$ cat src/rtl/core/packet_reorder_buffer_assert.svh
// Assertion macros shared by the reorder buffer RTL.
`ifndef PACKET_REORDER_BUFFER_ASSERT_SVH
`define PACKET_REORDER_BUFFER_ASSERT_SVH

// Same-cycle implication, disabled while reset is held.
`define PRB_ASSERT_IMP(lbl, clk, rst_n, ante, cons) \
    lbl: assert property (@(posedge clk) disable iff (!rst_n) (ante) |-> (cons)) \
        else $error("prb: same-cycle check failed");

// Next-cycle implication, disabled while reset is held.
`define PRB_ASSERT_NXT(lbl, clk, rst_n, ante, cons) \
    lbl: assert property (@(posedge clk) disable iff (!rst_n) (ante) |=> (cons)) \
        else $error("prb: next-cycle check failed");

`endif

$ cat src/rtl/core/prb_pkg.sv
package prb_pkg;

    localparam int SEQ_W     = 32;
    localparam int PAYLOAD_W = 16;

    typedef enum logic {
        KIND_RECEIPT  = 1'b0,
        KIND_DELIVERY = 1'b1
    } t_kind;

    typedef enum logic [1:0] {
        ST_DELIVERED = 2'd0,
        ST_STORED    = 2'd1,
        ST_DUPLICATE = 2'd2,
        ST_BEYOND    = 2'd3
    } t_status;

    typedef struct packed {
        logic [SEQ_W-1:0]     sequence_number;
        logic [PAYLOAD_W-1:0] payload_handle;
    } t_item;

    typedef struct packed {
        t_kind                result_kind;
        logic [SEQ_W-1:0]     result_sequence;
        logic [PAYLOAD_W-1:0] result_payload;
        t_status              arrival_status;
        logic                 last_result;
    } t_result;

endpackage

$ cat src/rtl/core/prb_ram.sv
module prb_ram #(
    parameter int WIDTH = 16,
    parameter int DEPTH = 16
) (
    input  logic                     i_clk,
    input  logic                     i_we,
    input  logic [$clog2(DEPTH)-1:0] i_waddr,
    input  logic [WIDTH-1:0]         i_wdata,
    input  logic                     i_re,
    input  logic [$clog2(DEPTH)-1:0] i_raddr,
    output logic [WIDTH-1:0]         o_rdata
);

    logic [WIDTH-1:0] r_mem [DEPTH];

    always_ff @(posedge i_clk) begin
        if (i_we) begin
            r_mem[i_waddr] <= i_wdata;
        end
        if (i_re) begin
            o_rdata <= r_mem[i_raddr];
        end
    end

endmodule

$ cat src/rtl/core/prb_mod_unit.sv
module prb_mod_unit #(
    parameter int WINDOW = 16
) (
    input  logic                      i_clk,
    input  logic                      i_rst_n,
    input  logic                      i_start,
    input  logic [prb_pkg::SEQ_W-1:0] i_dividend,
    output logic                      o_done,
    output logic [$clog2(WINDOW)-1:0] o_rem
);
    import prb_pkg::*;

    localparam int SLOT_W  = $clog2(WINDOW);
    localparam int DIGIT_W = SEQ_W / 2;
    localparam int SHIFT   = SEQ_W + SLOT_W;
    localparam int RECIP_W = SEQ_W + 2;
    localparam int PROD_W  = DIGIT_W + RECIP_W;
    localparam int ACC_W   = SEQ_W + RECIP_W;
    localparam logic [63:0] RECIP_FULL =
        ((64'd1 << SHIFT) + 64'(WINDOW) - 64'd1) / 64'(WINDOW);
    localparam logic [RECIP_W-1:0] RECIP = RECIP_FULL[RECIP_W-1:0];
    localparam logic [SLOT_W-1:0]  W_LOW = SLOT_W'(WINDOW);

    typedef enum logic [3:0] {
        P_IDLE = 4'b0001,
        P_HIGH = 4'b0010,
        P_LOW  = 4'b0100,
        P_REM  = 4'b1000
    } t_phase;

    t_phase             r_phase, n_phase;
    logic               r_done, n_done;
    logic [SEQ_W-1:0]   r_dividend, n_dividend;
    logic [ACC_W-1:0]   r_acc, n_acc;
    logic [SLOT_W-1:0]  r_rem, n_rem;
    logic [DIGIT_W-1:0] digit;
    logic [PROD_W-1:0]  prod;
    logic [ACC_W-1:0]   mac;
    logic [SLOT_W-1:0]  q_low;
    logic [SLOT_W-1:0]  q_times_w;

    // The quotient is the dividend times a rounded-up reciprocal, shifted down. The shared
    // multiplier takes the high half of the dividend first, then the low half.
    assign digit = (r_phase == P_HIGH) ? r_dividend[SEQ_W-1 -: DIGIT_W]
                                       : r_dividend[DIGIT_W-1:0];
    assign prod  = PROD_W'(digit) * PROD_W'(RECIP);
    assign mac   = {r_acc[ACC_W-DIGIT_W-1:0], {DIGIT_W{1'b0}}} + ACC_W'(prod);

    // The remainder is below WINDOW, so the low bits of the quotient are enough.
    assign q_low     = r_acc[SHIFT +: SLOT_W];
    assign q_times_w = q_low * W_LOW;

    always_comb begin
        n_phase    = r_phase;
        n_done     = 1'b0;
        n_dividend = r_dividend;
        n_acc      = r_acc;
        n_rem      = r_rem;
        unique case (r_phase)
            P_IDLE: begin
                if (i_start) begin
                    n_dividend = i_dividend;
                    n_acc      = '0;
                    n_phase    = P_HIGH;
                end
            end
            P_HIGH: begin
                n_acc   = mac;
                n_phase = P_LOW;
            end
            P_LOW: begin
                n_acc   = mac;
                n_phase = P_REM;
            end
            P_REM: begin
                n_rem   = r_dividend[SLOT_W-1:0] - q_times_w;
                n_done  = 1'b1;
                n_phase = P_IDLE;
            end
            default: begin
                n_phase = P_IDLE;
            end
        endcase
    end

    always_ff @(posedge i_clk) begin
        if (!i_rst_n) begin
            r_phase <= P_IDLE;
            r_done  <= 1'b0;
        end else begin
            r_phase <= n_phase;
            r_done  <= n_done;
        end
    end

    always_ff @(posedge i_clk) begin
        r_dividend <= n_dividend;
        r_acc      <= n_acc;
        r_rem      <= n_rem;
    end

    assign o_done = r_done;
    assign o_rem  = r_rem;

endmodule

$ cat src/rtl/core/packet_reorder_buffer.sv
// Reorders numbered packets for in-order delivery. A transaction is taken when start is
// high and busy is low; busy then stays high until the last result of that packet has
// been shown. Every packet first yields a receipt with its arrival status; an in-order
// packet then yields one delivery per cycle for itself and for each stored successor.
// Results appear for exactly one cycle under o_strobe, and the receiver cannot stall them.
// When WINDOW is a power of two the receipt is shown in the cycle after acceptance.
// Otherwise the slot index is found by a shared reciprocal multiplier that takes half of
// the sequence number per cycle, and the receipt is shown once the divider has reported
// its remainder and the state machine has moved from S_MOD to S_CHECK. Stored handles are
// read through the single read port of the handle memory. Slot valid bits are cleared by
// reset at once, so no clearing pass follows reset.
`include "packet_reorder_buffer_assert.svh"

module packet_reorder_buffer #(
    parameter int WINDOW       = 16,
    parameter int HANDLE_WIDTH = 16
) (
    input  logic             i_clk,
    input  logic             i_rst_n,
    input  logic             start,
    input  prb_pkg::t_item   i_item,
    output logic             busy,
    output logic             o_strobe,
    output prb_pkg::t_result o_result
);
    import prb_pkg::*;

    localparam int SLOT_W  = $clog2(WINDOW);
    localparam int HW      = (HANDLE_WIDTH < PAYLOAD_W) ? HANDLE_WIDTH : PAYLOAD_W;
    localparam bit IS_POW2 = ((WINDOW & (WINDOW - 1)) == 0);

    typedef enum logic [3:0] {
        S_IDLE  = 4'b0001,
        S_MOD   = 4'b0010,
        S_CHECK = 4'b0100,
        S_DELIV = 4'b1000
    } t_state;

    t_state            r_state, n_state;
    logic [SEQ_W-1:0]  r_expected, n_expected;
    logic [WINDOW-1:0] r_slot_valid, n_slot_valid;
    logic              r_use_ram, n_use_ram;
    logic [SEQ_W-1:0]  r_seq, n_seq;
    logic [HW-1:0]     r_handle, n_handle;
    logic [SLOT_W-1:0] r_slot, n_slot;
    logic [SEQ_W-1:0]  r_cur, n_cur;
    logic [SLOT_W-1:0] r_next_slot, n_next_slot;

    logic              accept;
    logic              mod_done;
    logic [SLOT_W-1:0] mod_rem;
    logic [SEQ_W-1:0]  seq_gap;
    logic              more;
    t_status           status;
    logic              ram_we;
    logic              ram_re;
    logic [HW-1:0]     ram_rdata;

    function automatic logic [SLOT_W-1:0] slot_inc(input logic [SLOT_W-1:0] s,
                                                   input logic wrap32);
        logic [SLOT_W-1:0] res;
        if (wrap32 || s == SLOT_W'(WINDOW - 1)) begin
            res = '0;
        end else begin
            res = s + 1'b1;
        end
        return res;
    endfunction

    assign accept = start && !busy;
    assign busy   = (r_state != S_IDLE);

    prb_mod_unit #(
        .WINDOW (WINDOW)
    ) u_mod (
        .i_clk      (i_clk),
        .i_rst_n    (i_rst_n),
        .i_start    (accept && !IS_POW2),
        .i_dividend (i_item.sequence_number),
        .o_done     (mod_done),
        .o_rem      (mod_rem)
    );

    prb_ram #(
        .WIDTH (HW),
        .DEPTH (WINDOW)
    ) u_handle_ram (
        .i_clk   (i_clk),
        .i_we    (ram_we),
        .i_waddr (r_slot),
        .i_wdata (r_handle),
        .i_re    (ram_re),
        .i_raddr (r_next_slot),
        .o_rdata (ram_rdata)
    );

    assign seq_gap = r_seq - r_expected;
    assign more    = r_slot_valid[r_next_slot];

    always_comb begin
        priority if (r_seq == r_expected) begin
            status = ST_DELIVERED;
        end else if (r_seq < r_expected || r_slot_valid[r_slot]) begin
            status = ST_DUPLICATE;
        end else if (seq_gap >= SEQ_W'(WINDOW)) begin
            status = ST_BEYOND;
        end else begin
            status = ST_STORED;
        end
    end

    always_comb begin
        o_strobe = 1'b0;
        o_result = '0;
        if (r_state == S_CHECK) begin
            o_strobe                 = 1'b1;
            o_result.result_kind     = KIND_RECEIPT;
            o_result.result_sequence = r_seq;
            o_result.arrival_status  = status;
            o_result.last_result     = (status != ST_DELIVERED);
        end else if (r_state == S_DELIV) begin
            o_strobe                 = 1'b1;
            o_result.result_kind     = KIND_DELIVERY;
            o_result.result_sequence = r_cur;
            o_result.result_payload  = r_use_ram ? PAYLOAD_W'(ram_rdata)
                                                 : PAYLOAD_W'(r_handle);
            o_result.arrival_status  = ST_DELIVERED;
            o_result.last_result     = !more;
        end
    end

    always_comb begin
        n_state      = r_state;
        n_expected   = r_expected;
        n_slot_valid = r_slot_valid;
        n_use_ram    = r_use_ram;
        n_seq        = r_seq;
        n_handle     = r_handle;
        n_slot       = r_slot;
        n_cur        = r_cur;
        n_next_slot  = r_next_slot;
        ram_we       = 1'b0;
        ram_re       = 1'b0;
        unique case (r_state)
            S_IDLE: begin
                if (accept) begin
                    n_seq    = i_item.sequence_number;
                    n_handle = i_item.payload_handle[HW-1:0];
                    n_slot   = i_item.sequence_number[SLOT_W-1:0];
                    n_state  = IS_POW2 ? S_CHECK : S_MOD;
                end
            end
            S_MOD: begin
                if (mod_done) begin
                    n_slot  = mod_rem;
                    n_state = S_CHECK;
                end
            end
            S_CHECK: begin
                n_state = S_IDLE;
                unique case (status)
                    ST_DELIVERED: begin
                        n_expected  = r_seq + 1'b1;
                        n_cur       = r_seq;
                        n_use_ram   = 1'b0;
                        n_next_slot = slot_inc(r_slot, &r_seq);
                        n_state     = S_DELIV;
                    end
                    ST_STORED: begin
                        n_slot_valid[r_slot] = 1'b1;
                        ram_we               = 1'b1;
                    end
                    default: begin
                    end
                endcase
            end
            S_DELIV: begin
                if (more) begin
                    // Fetch the successor's handle; it is shown in the next cycle.
                    ram_re                    = 1'b1;
                    n_slot_valid[r_next_slot] = 1'b0;
                    n_cur                     = r_expected;
                    n_expected                = r_expected + 1'b1;
                    n_next_slot               = slot_inc(r_next_slot, &r_expected);
                    n_use_ram                 = 1'b1;
                end else begin
                    n_state = S_IDLE;
                end
            end
            default: begin
                n_state = S_IDLE;
            end
        endcase
    end

    always_ff @(posedge i_clk) begin
        if (!i_rst_n) begin
            r_state      <= S_IDLE;
            r_expected   <= '0;
            r_slot_valid <= '0;
            r_use_ram    <= 1'b0;
        end else begin
            r_state      <= n_state;
            r_expected   <= n_expected;
            r_slot_valid <= n_slot_valid;
            r_use_ram    <= n_use_ram;
        end
    end

    always_ff @(posedge i_clk) begin
        r_seq       <= n_seq;
        r_handle    <= n_handle;
        r_slot      <= n_slot;
        r_cur       <= n_cur;
        r_next_slot <= n_next_slot;
    end

    `PRB_ASSERT_NXT(a_accept_busy, i_clk, i_rst_n, accept, busy)
    `PRB_ASSERT_NXT(a_last_idle, i_clk, i_rst_n, o_strobe && o_result.last_result, !busy)
    `PRB_ASSERT_IMP(a_drain_expected, i_clk, i_rst_n, r_state == S_DELIV, r_expected == r_cur + 1'b1)
    `PRB_ASSERT_IMP(a_strobe_busy, i_clk, i_rst_n, o_strobe, busy)

endmodule

$ cat config.mk
export PLATFORM = sky130hd
export DESIGN_NAME = packet_reorder_buffer
export DESIGN_NICKNAME = d
export VERILOG_FILES = /design/src/rtl/core/prb_pkg.sv /design/src/rtl/core/prb_ram.sv /design/src/rtl/core/prb_mod_unit.sv /design/src/rtl/core/packet_reorder_buffer.sv
export VERILOG_INCLUDE_DIRS = /design/src /design/src/rtl/core
export SDC_FILE = /design/constraint.sdc
export NUM_CORES = 1
export LEC_CHECK = 0
export BUFFER_PORTS_ARGS = -buffer_cell sky130_fd_sc_hd__buf_2
export CAP_MARGIN = 20
export CORE_MARGIN = 4
export CORE_UTILIZATION = 35
export DETAILED_ROUTE_END_ITERATION = 10
export GPL_TIMING_DRIVEN = 0
export PLACE_DENSITY = 0.5
export SETUP_SLACK_MARGIN = 0.1
export SLEW_MARGIN = 20
export SYNTH_ARGS = -nofsm -noshare
export SYNTH_HDL_FRONTEND = slang
export SYNTH_SLANG_ARGS = --single-unit
$ cat constraint.sdc
create_clock -name i_clk -period 8.1 [get_ports i_clk]
set_clock_uncertainty 0.2 [all_clocks]
set_input_delay 0.81 -clock i_clk [delete_from_list [all_inputs] [get_ports i_clk]]
set_output_delay 0.81 -clock i_clk [all_outputs]
set_load 0.01 [all_outputs]
# Word level (Yosys, flattened, before mapping)
# Memory sizes are Yosys's and may differ from the RTL's. A register that Yosys moved wholly into a read port is not among the register bits.
# Index checks and enable logic that the tools add are counted.
op_classes:
  n_lt_le_gt_ge: 6
  bitwise: 3
  n_shift: 0
  n_mul: 0
  n_reduce_logical: 19
  addsub: 5
  eq_ne: 19
  div: 0
  muxes: 50
ops:
  columns: ["cell", "n"]
  rows:
  - ["32-bit two-way mux", 4]
  - ["32-bit case mux with 2 select lines", 2]
  - ["32-bit by 1-bit adder with 32-bit output (second input constant)", 2]
  - ["16-bit two-way mux", 4]
  - ["32-bit AND reduction", 2]
  - ["52-bit two-way mux", 1]
  - ["4-bit two-way mux", 10]
  - ["33-bit two-way mux", 1]
  - ["32-bit equality test", 1]
  - ["32-bit by 5-bit greater-or-equal comparator with 1-bit output (second input constant)", 1]
  - ["32-bit less-than comparator", 1]
  - ["16-bit case mux with 2 select lines", 1]
  - ["32-bit subtractor", 1]
  - ["16-bit AND", 1]
  - ["4-bit equality test (second input constant)", 4]
  - ["16-bit NOT", 1]
  - ["16-bit OR", 1]
  - ["4-bit case mux with 4 select lines", 1]
  - ["1-bit two-way mux", 15]
  - ["4-bit case mux with 3 select lines", 1]
  - ["3-bit AND reduction", 4]
  - ["4-bit by 5-bit less-than comparator with 1-bit output (second input constant)", 2]
  - ["4-bit by 1-bit adder with 4-bit output (second input constant)", 2]
  - ["1-bit binary-select mux with 4-bit select", 2]
  - ["19 further kinds", 37]
totals:
  latch_bits: 0
  output_inout_bits: 54
  in_bits: 51
  romBits: 0
  register_bits: 146
  ram_bits: 256
  memories: 1
memory_table:
  columns: ["memory", "depth", "width", "rd", "rd_clocked_by_memory_dff", "write_ports", "line_no", "rtl"]
  rows:
  - ["u_handle_ram.r_mem", 16, 16, 1, 1, 1, "prb_ram.sv:14", "logic [WIDTH-1:0] r_mem [DEPTH];"]

# Depth between registers and ports, before layout
logic_depth:
  word_depth: 10
  mapped_depth: 16
  ltp_nobuf: 12

# By module
# From an unflattened synthesis, not the netlist that was laid out.
unflattened:
  cells_unflattened: 1424
  area_unflattened_um2: 19288.5
by_module_without_submodules:
  columns: ["module", "seq_area_each_um2", "area_per_inst_um2", "instances", "cells_each"]
  rows:
  - ["prb_ram", 8167.8, 10202.3, 1, 432]
  - ["packet_reorder_buffer", 3563.4, 9086.2, 1, 992]

# Worst setup path after synthesis
# Ideal clock, no wire load.
synth_path:
  kind: "reg2reg"
  from: "register r_seq[0]"
  to: "memory u_handle_ram.r_mem[10][0], enable pin"
  slack_ps: 2507
  path_stages_with_launch: 15
  t_arrival_ps: 4962
  path_buffers: 2
  required_time_ps: 7470
  setup_ps: 430
  period_less_slack_ps: 5593
  cell_sequence: "edfxtp_1 -> clkbuf_1 -> inv_1 -> ha_1 -> fa_1 -> nor2b_1 -> o21bai_4 -> a211oi_2 -> o32ai_1 -> nor4b_2 -> nand4_2 -> nor4_2 -> or4b_1 -> buf_6 -> nor4_1"
synth_via:
  elab_chain_cells: 10
synth_rtl:
  columns: ["element", "line_no", "rtl"]
  rows:
  - ["start: declaration", "packet_reorder_buffer.sv:43", "logic [SEQ_W-1:0] r_seq, n_seq;"]
  - ["start signal: assignment", "packet_reorder_buffer.sv:211", "r_seq <= n_seq;"]
  - ["32-bit subtractor", "packet_reorder_buffer.sv:97", "assign seq_gap = r_seq - r_expected;"]
  - ["32-bit by 5-bit greater-or-equal comparator with 1-bit output", "packet_reorder_buffer.sv:105", "end else if (seq_gap >= SEQ_W'(WINDOW)) begin"]
  - ["2-bit two-way mux", "packet_reorder_buffer.sv:105", null]
  - ["2-bit two-way mux", "packet_reorder_buffer.sv:103", "end else if (r_seq < r_expected || r_slot_valid[r_slot]) begin"]
  - ["2-bit two-way mux *", "packet_reorder_buffer.sv:101", "priority if (r_seq == r_expected) begin"]
  - ["2-bit by 1-bit equality test with 1-bit output *", "packet_reorder_buffer.sv:161", "unique case (status)"]
  - ["1-bit two-way mux *", "packet_reorder_buffer.sv:161", null]
  - ["1-bit two-way mux *", "packet_reorder_buffer.sv:144", "unique case (r_state)"]
  - ["1-bit two-way mux *", "prb_ram.sv:17", "if (i_we) begin"]
  - ["1-bit two-way mux (implied by the code) *", "prb_ram.sv:18", "r_mem[i_waddr] <= i_wdata;"]
  - ["end: declaration", "prb_ram.sv:14", null]
# Mark *: on every way between the ends. The rest lies on a longest branch, timed or not.

==> flow_metrics.tcl <==
set metrics [dict create \
    syn-num-nets 1489 \
    fmax_mhz 154 \
    max-slew-margin-rel_pct 26.5 \
    instances_no_fill 2377 \
    die_h_um 244 \
    overflow 0 \
    rsz0062_at_grt "false" \
    dp_hpwl_mm 40.7 \
    synth_cells 1396 \
    hold_buffers 0 \
    yosysWarnings 0 \
    fillers 5172 \
    outcome "complete, no violations" \
    postLayoutCoreUtil_pct 41.7 \
    peakVddDrop_mv 0.164 \
    cts-root-buf "clkbuf_16" \
    worstHoldStart "i_item[4]" \
    avgSynthCellArea_sq_um 14.0 \
    clock_latency_ps 600 \
    finalCriticalPeriod_ps 6480 \
    layout-drive-gt1-share_pct 23.6 \
    path_clk_slew_ps 60 \
    period_share_pct 80.0 \
    post_cts.resized_instances 0 \
    r2r-start "r_state[3]" \
    cp_slowest_cell "clkbuf_1" \
    grt_pass1_vias 12900 \
    vias 12700 \
    finalHoldViolations 0 \
    grt_pass1_wl_mm 83.9 \
    rows 86 \
    synth.distinct_cells 93 \
    setup_viol 0 \
    post_drt_wl_per_cell_um 23.5 \
    synth_area_sq_um 19500 \
    vias_per_cell 5.33 \
    crit_path_start_kind "register" \
    crit_path_max_incr_delay_ps 720 \
    drtPass1Iterations 5 \
    cts_setup_buffers 0 \
    p_leak_nw 7.88 \
    area_growth_syn_to_layout_pct 17.9 \
    regArea_sq_um 11700 \
    worstPathMaxFanout 10 \
    nets 1688 \
    port_buffers 103 \
    clock_sinks 408 \
    core_sq_um 55200 \
    ys_seq_elements 408 \
    diodes 0 \
    first_iter_violations 973 \
    gp_congestion 0.897 \
    synth_edf_count 356 \
    cts_tree "yes" \
    die_w_um 244 \
    hold_path.class "in -> reg" \
    io_pins 105 \
    arrival_ps 5470 \
    multi_input_area_sq_um 7330 \
    worstSetupEndpointType "output pin" \
    worst-slew-pin-transition_ps 1100 \
    async_flop_share_pct 0 \
    drc 0 \
    cts_buffers 46 \
    cp_num_buf_inv 9 \
    dieArea_sq_um 59600 \
    initial_utilization_pct 35.4 \
    critical_path.cell_chain "or3b_1 -> buf_2 -> buf_2 -> buf_1 -> buf_2 -> clkbuf_1 -> clkbuf_1 -> buf_1 -> clkbuf_1 -> nor2_1 -> buf_2" \
    antenna_left 0 \
    cts_max_path_buffers 3 \
    power_w 0.00472 \
    crit_family "buffers and inverters" \
    ys_seq_area_share_pct 60.1 \
    gr-usage-all-layers_pct 18.6 \
    placed_cells 2295 \
    worst_ep_required_time_ps 7090 \
    grt_max_degree 46 \
    max_cap_viol_count 0 \
    synth_top_flop_cell "edfxtp_1" \
    layout_commonest_cell "edfxtp_1" \
    final_cell_mix "edfxtp_1 (356), buf_2 (140), nand2_1 (92), mux4_2 (90), nand3_1 (68)" \
    critPathMostFrequentCell "buf_2" \
    antenna_found_initial 0 \
    path_class "reg -> out" \
    powerDensity_nw_per_um2 205 \
    cts_htree_levels 2 \
    startpoint "r_state[2]" \
    report.final.slew_viol_count 0 \
    postRouteWirelength_mm 56.0 \
]
-- through the flow --
stage	area [sq um]	TNS (ps)	hold slack, ps	setup slack (ps)
6_report	23000	0	185	1620
5_1_grt	23000	0	155	1260
4_1_cts	23000	0	145	1490
3_5_place_dp	21600	0	277	2130
3_3_place_gp	21000	-67960	276	-1010
2_1_floorplan	19500	0	254	2510
-- sequential cells by signal, indices dropped and copies added (netlist names) --
register	cells
u_handle_ram.r_mem	256
r_cur	32
r_expected	32
r_seq	31
r_handle	16
r_slot_valid	16
u_handle_ram.o_rdata	16
r_next_slot	4
r_state	3
r_slot	1
r_use_ram	1
-- logic make-up after synthesis --
| family | share of synthesized area [%] |
|---|---|
| compound gates | 8.49 |
| xor+xnor | 1.48 |
| fa+ha+maj | 2.73 |
| buf+inv | 3.08 |
| flops | 60.1 |
| mux | 13.6 |
| simple gates | 10.5 |
-- cells in the mapped netlist, drive strengths merged (27+ instances only) --
cell / count / area (sq um)
o21ai: 69 / 345
nand2: 94 / 358
dfxtp: 52 / 1040
and2: 27 / 169
nor2: 50 / 188
edfxtp: 356 / 10700
mux4: 90 / 2030
nand3: 68 / 340
a21oi: 46 / 234
clkbuf: 52 / 195
mux2i: 59 / 591
a22o: 30 / 263
ha: 41 / 513
inv: 63 / 236
nor4: 27 / 246
buf: 33 / 169
-- worst reg2reg max path: cells and delay by family (launching register included) --
family                   cells  cell delay [ps]
buffers and inverters        6             2410
AO/OA/AOI/OAI                1              140
XOR/XNOR                     1              170
AND/OR/NAND/NOR              7             1900
multiplexers                 1              140
adder cells (fa/ha/maj)      1              300
flip-flops                   1              350
-- cell type report --
class | instances | share of cell area [%]
Multi-Input combinational cell | 840 | 31.8
Tap cell | 748 | 4.07
Buffer | 85 | 1.64
Inverter | 63 | 1.03
Clock inverter | 20 | 0.826
Timing Repair Buffer | 151 | 4.18
Sequential cell | 408 | 51.0
Clock buffer | 62 | 5.44
-- where the power goes --
| part | leakage, nW | switching [W] | internal (W) |
|---|---|---|---|
| registers | 3.65 | 0.0000435 | 0.00232 |
| logic | 3.53 | 0.000230 | 0.000133 |
| clock network | 0.704 | 0.000868 | 0.00113 |
-- path summary, 6_finish.rpt --
kind	cells past startpoint	slack, ps	to
max	11	1620	o_result[16]
min	1	180	r_handle[4]
max reg2reg	17	2380	r_expected[28]
min reg2reg	2	290	r_slot_valid[2]
-- per-layer routing --
metal	share of wire, %	vias up	GRT usage, %
met2	48	345	31.1
met4	2.5	0	5.35
met5	0	-	0
met1	44	6422	25.4
li1	-	5835	-
met3	5.1	76	2.88
No activity file was read; power rests on OpenSTA's default activity.
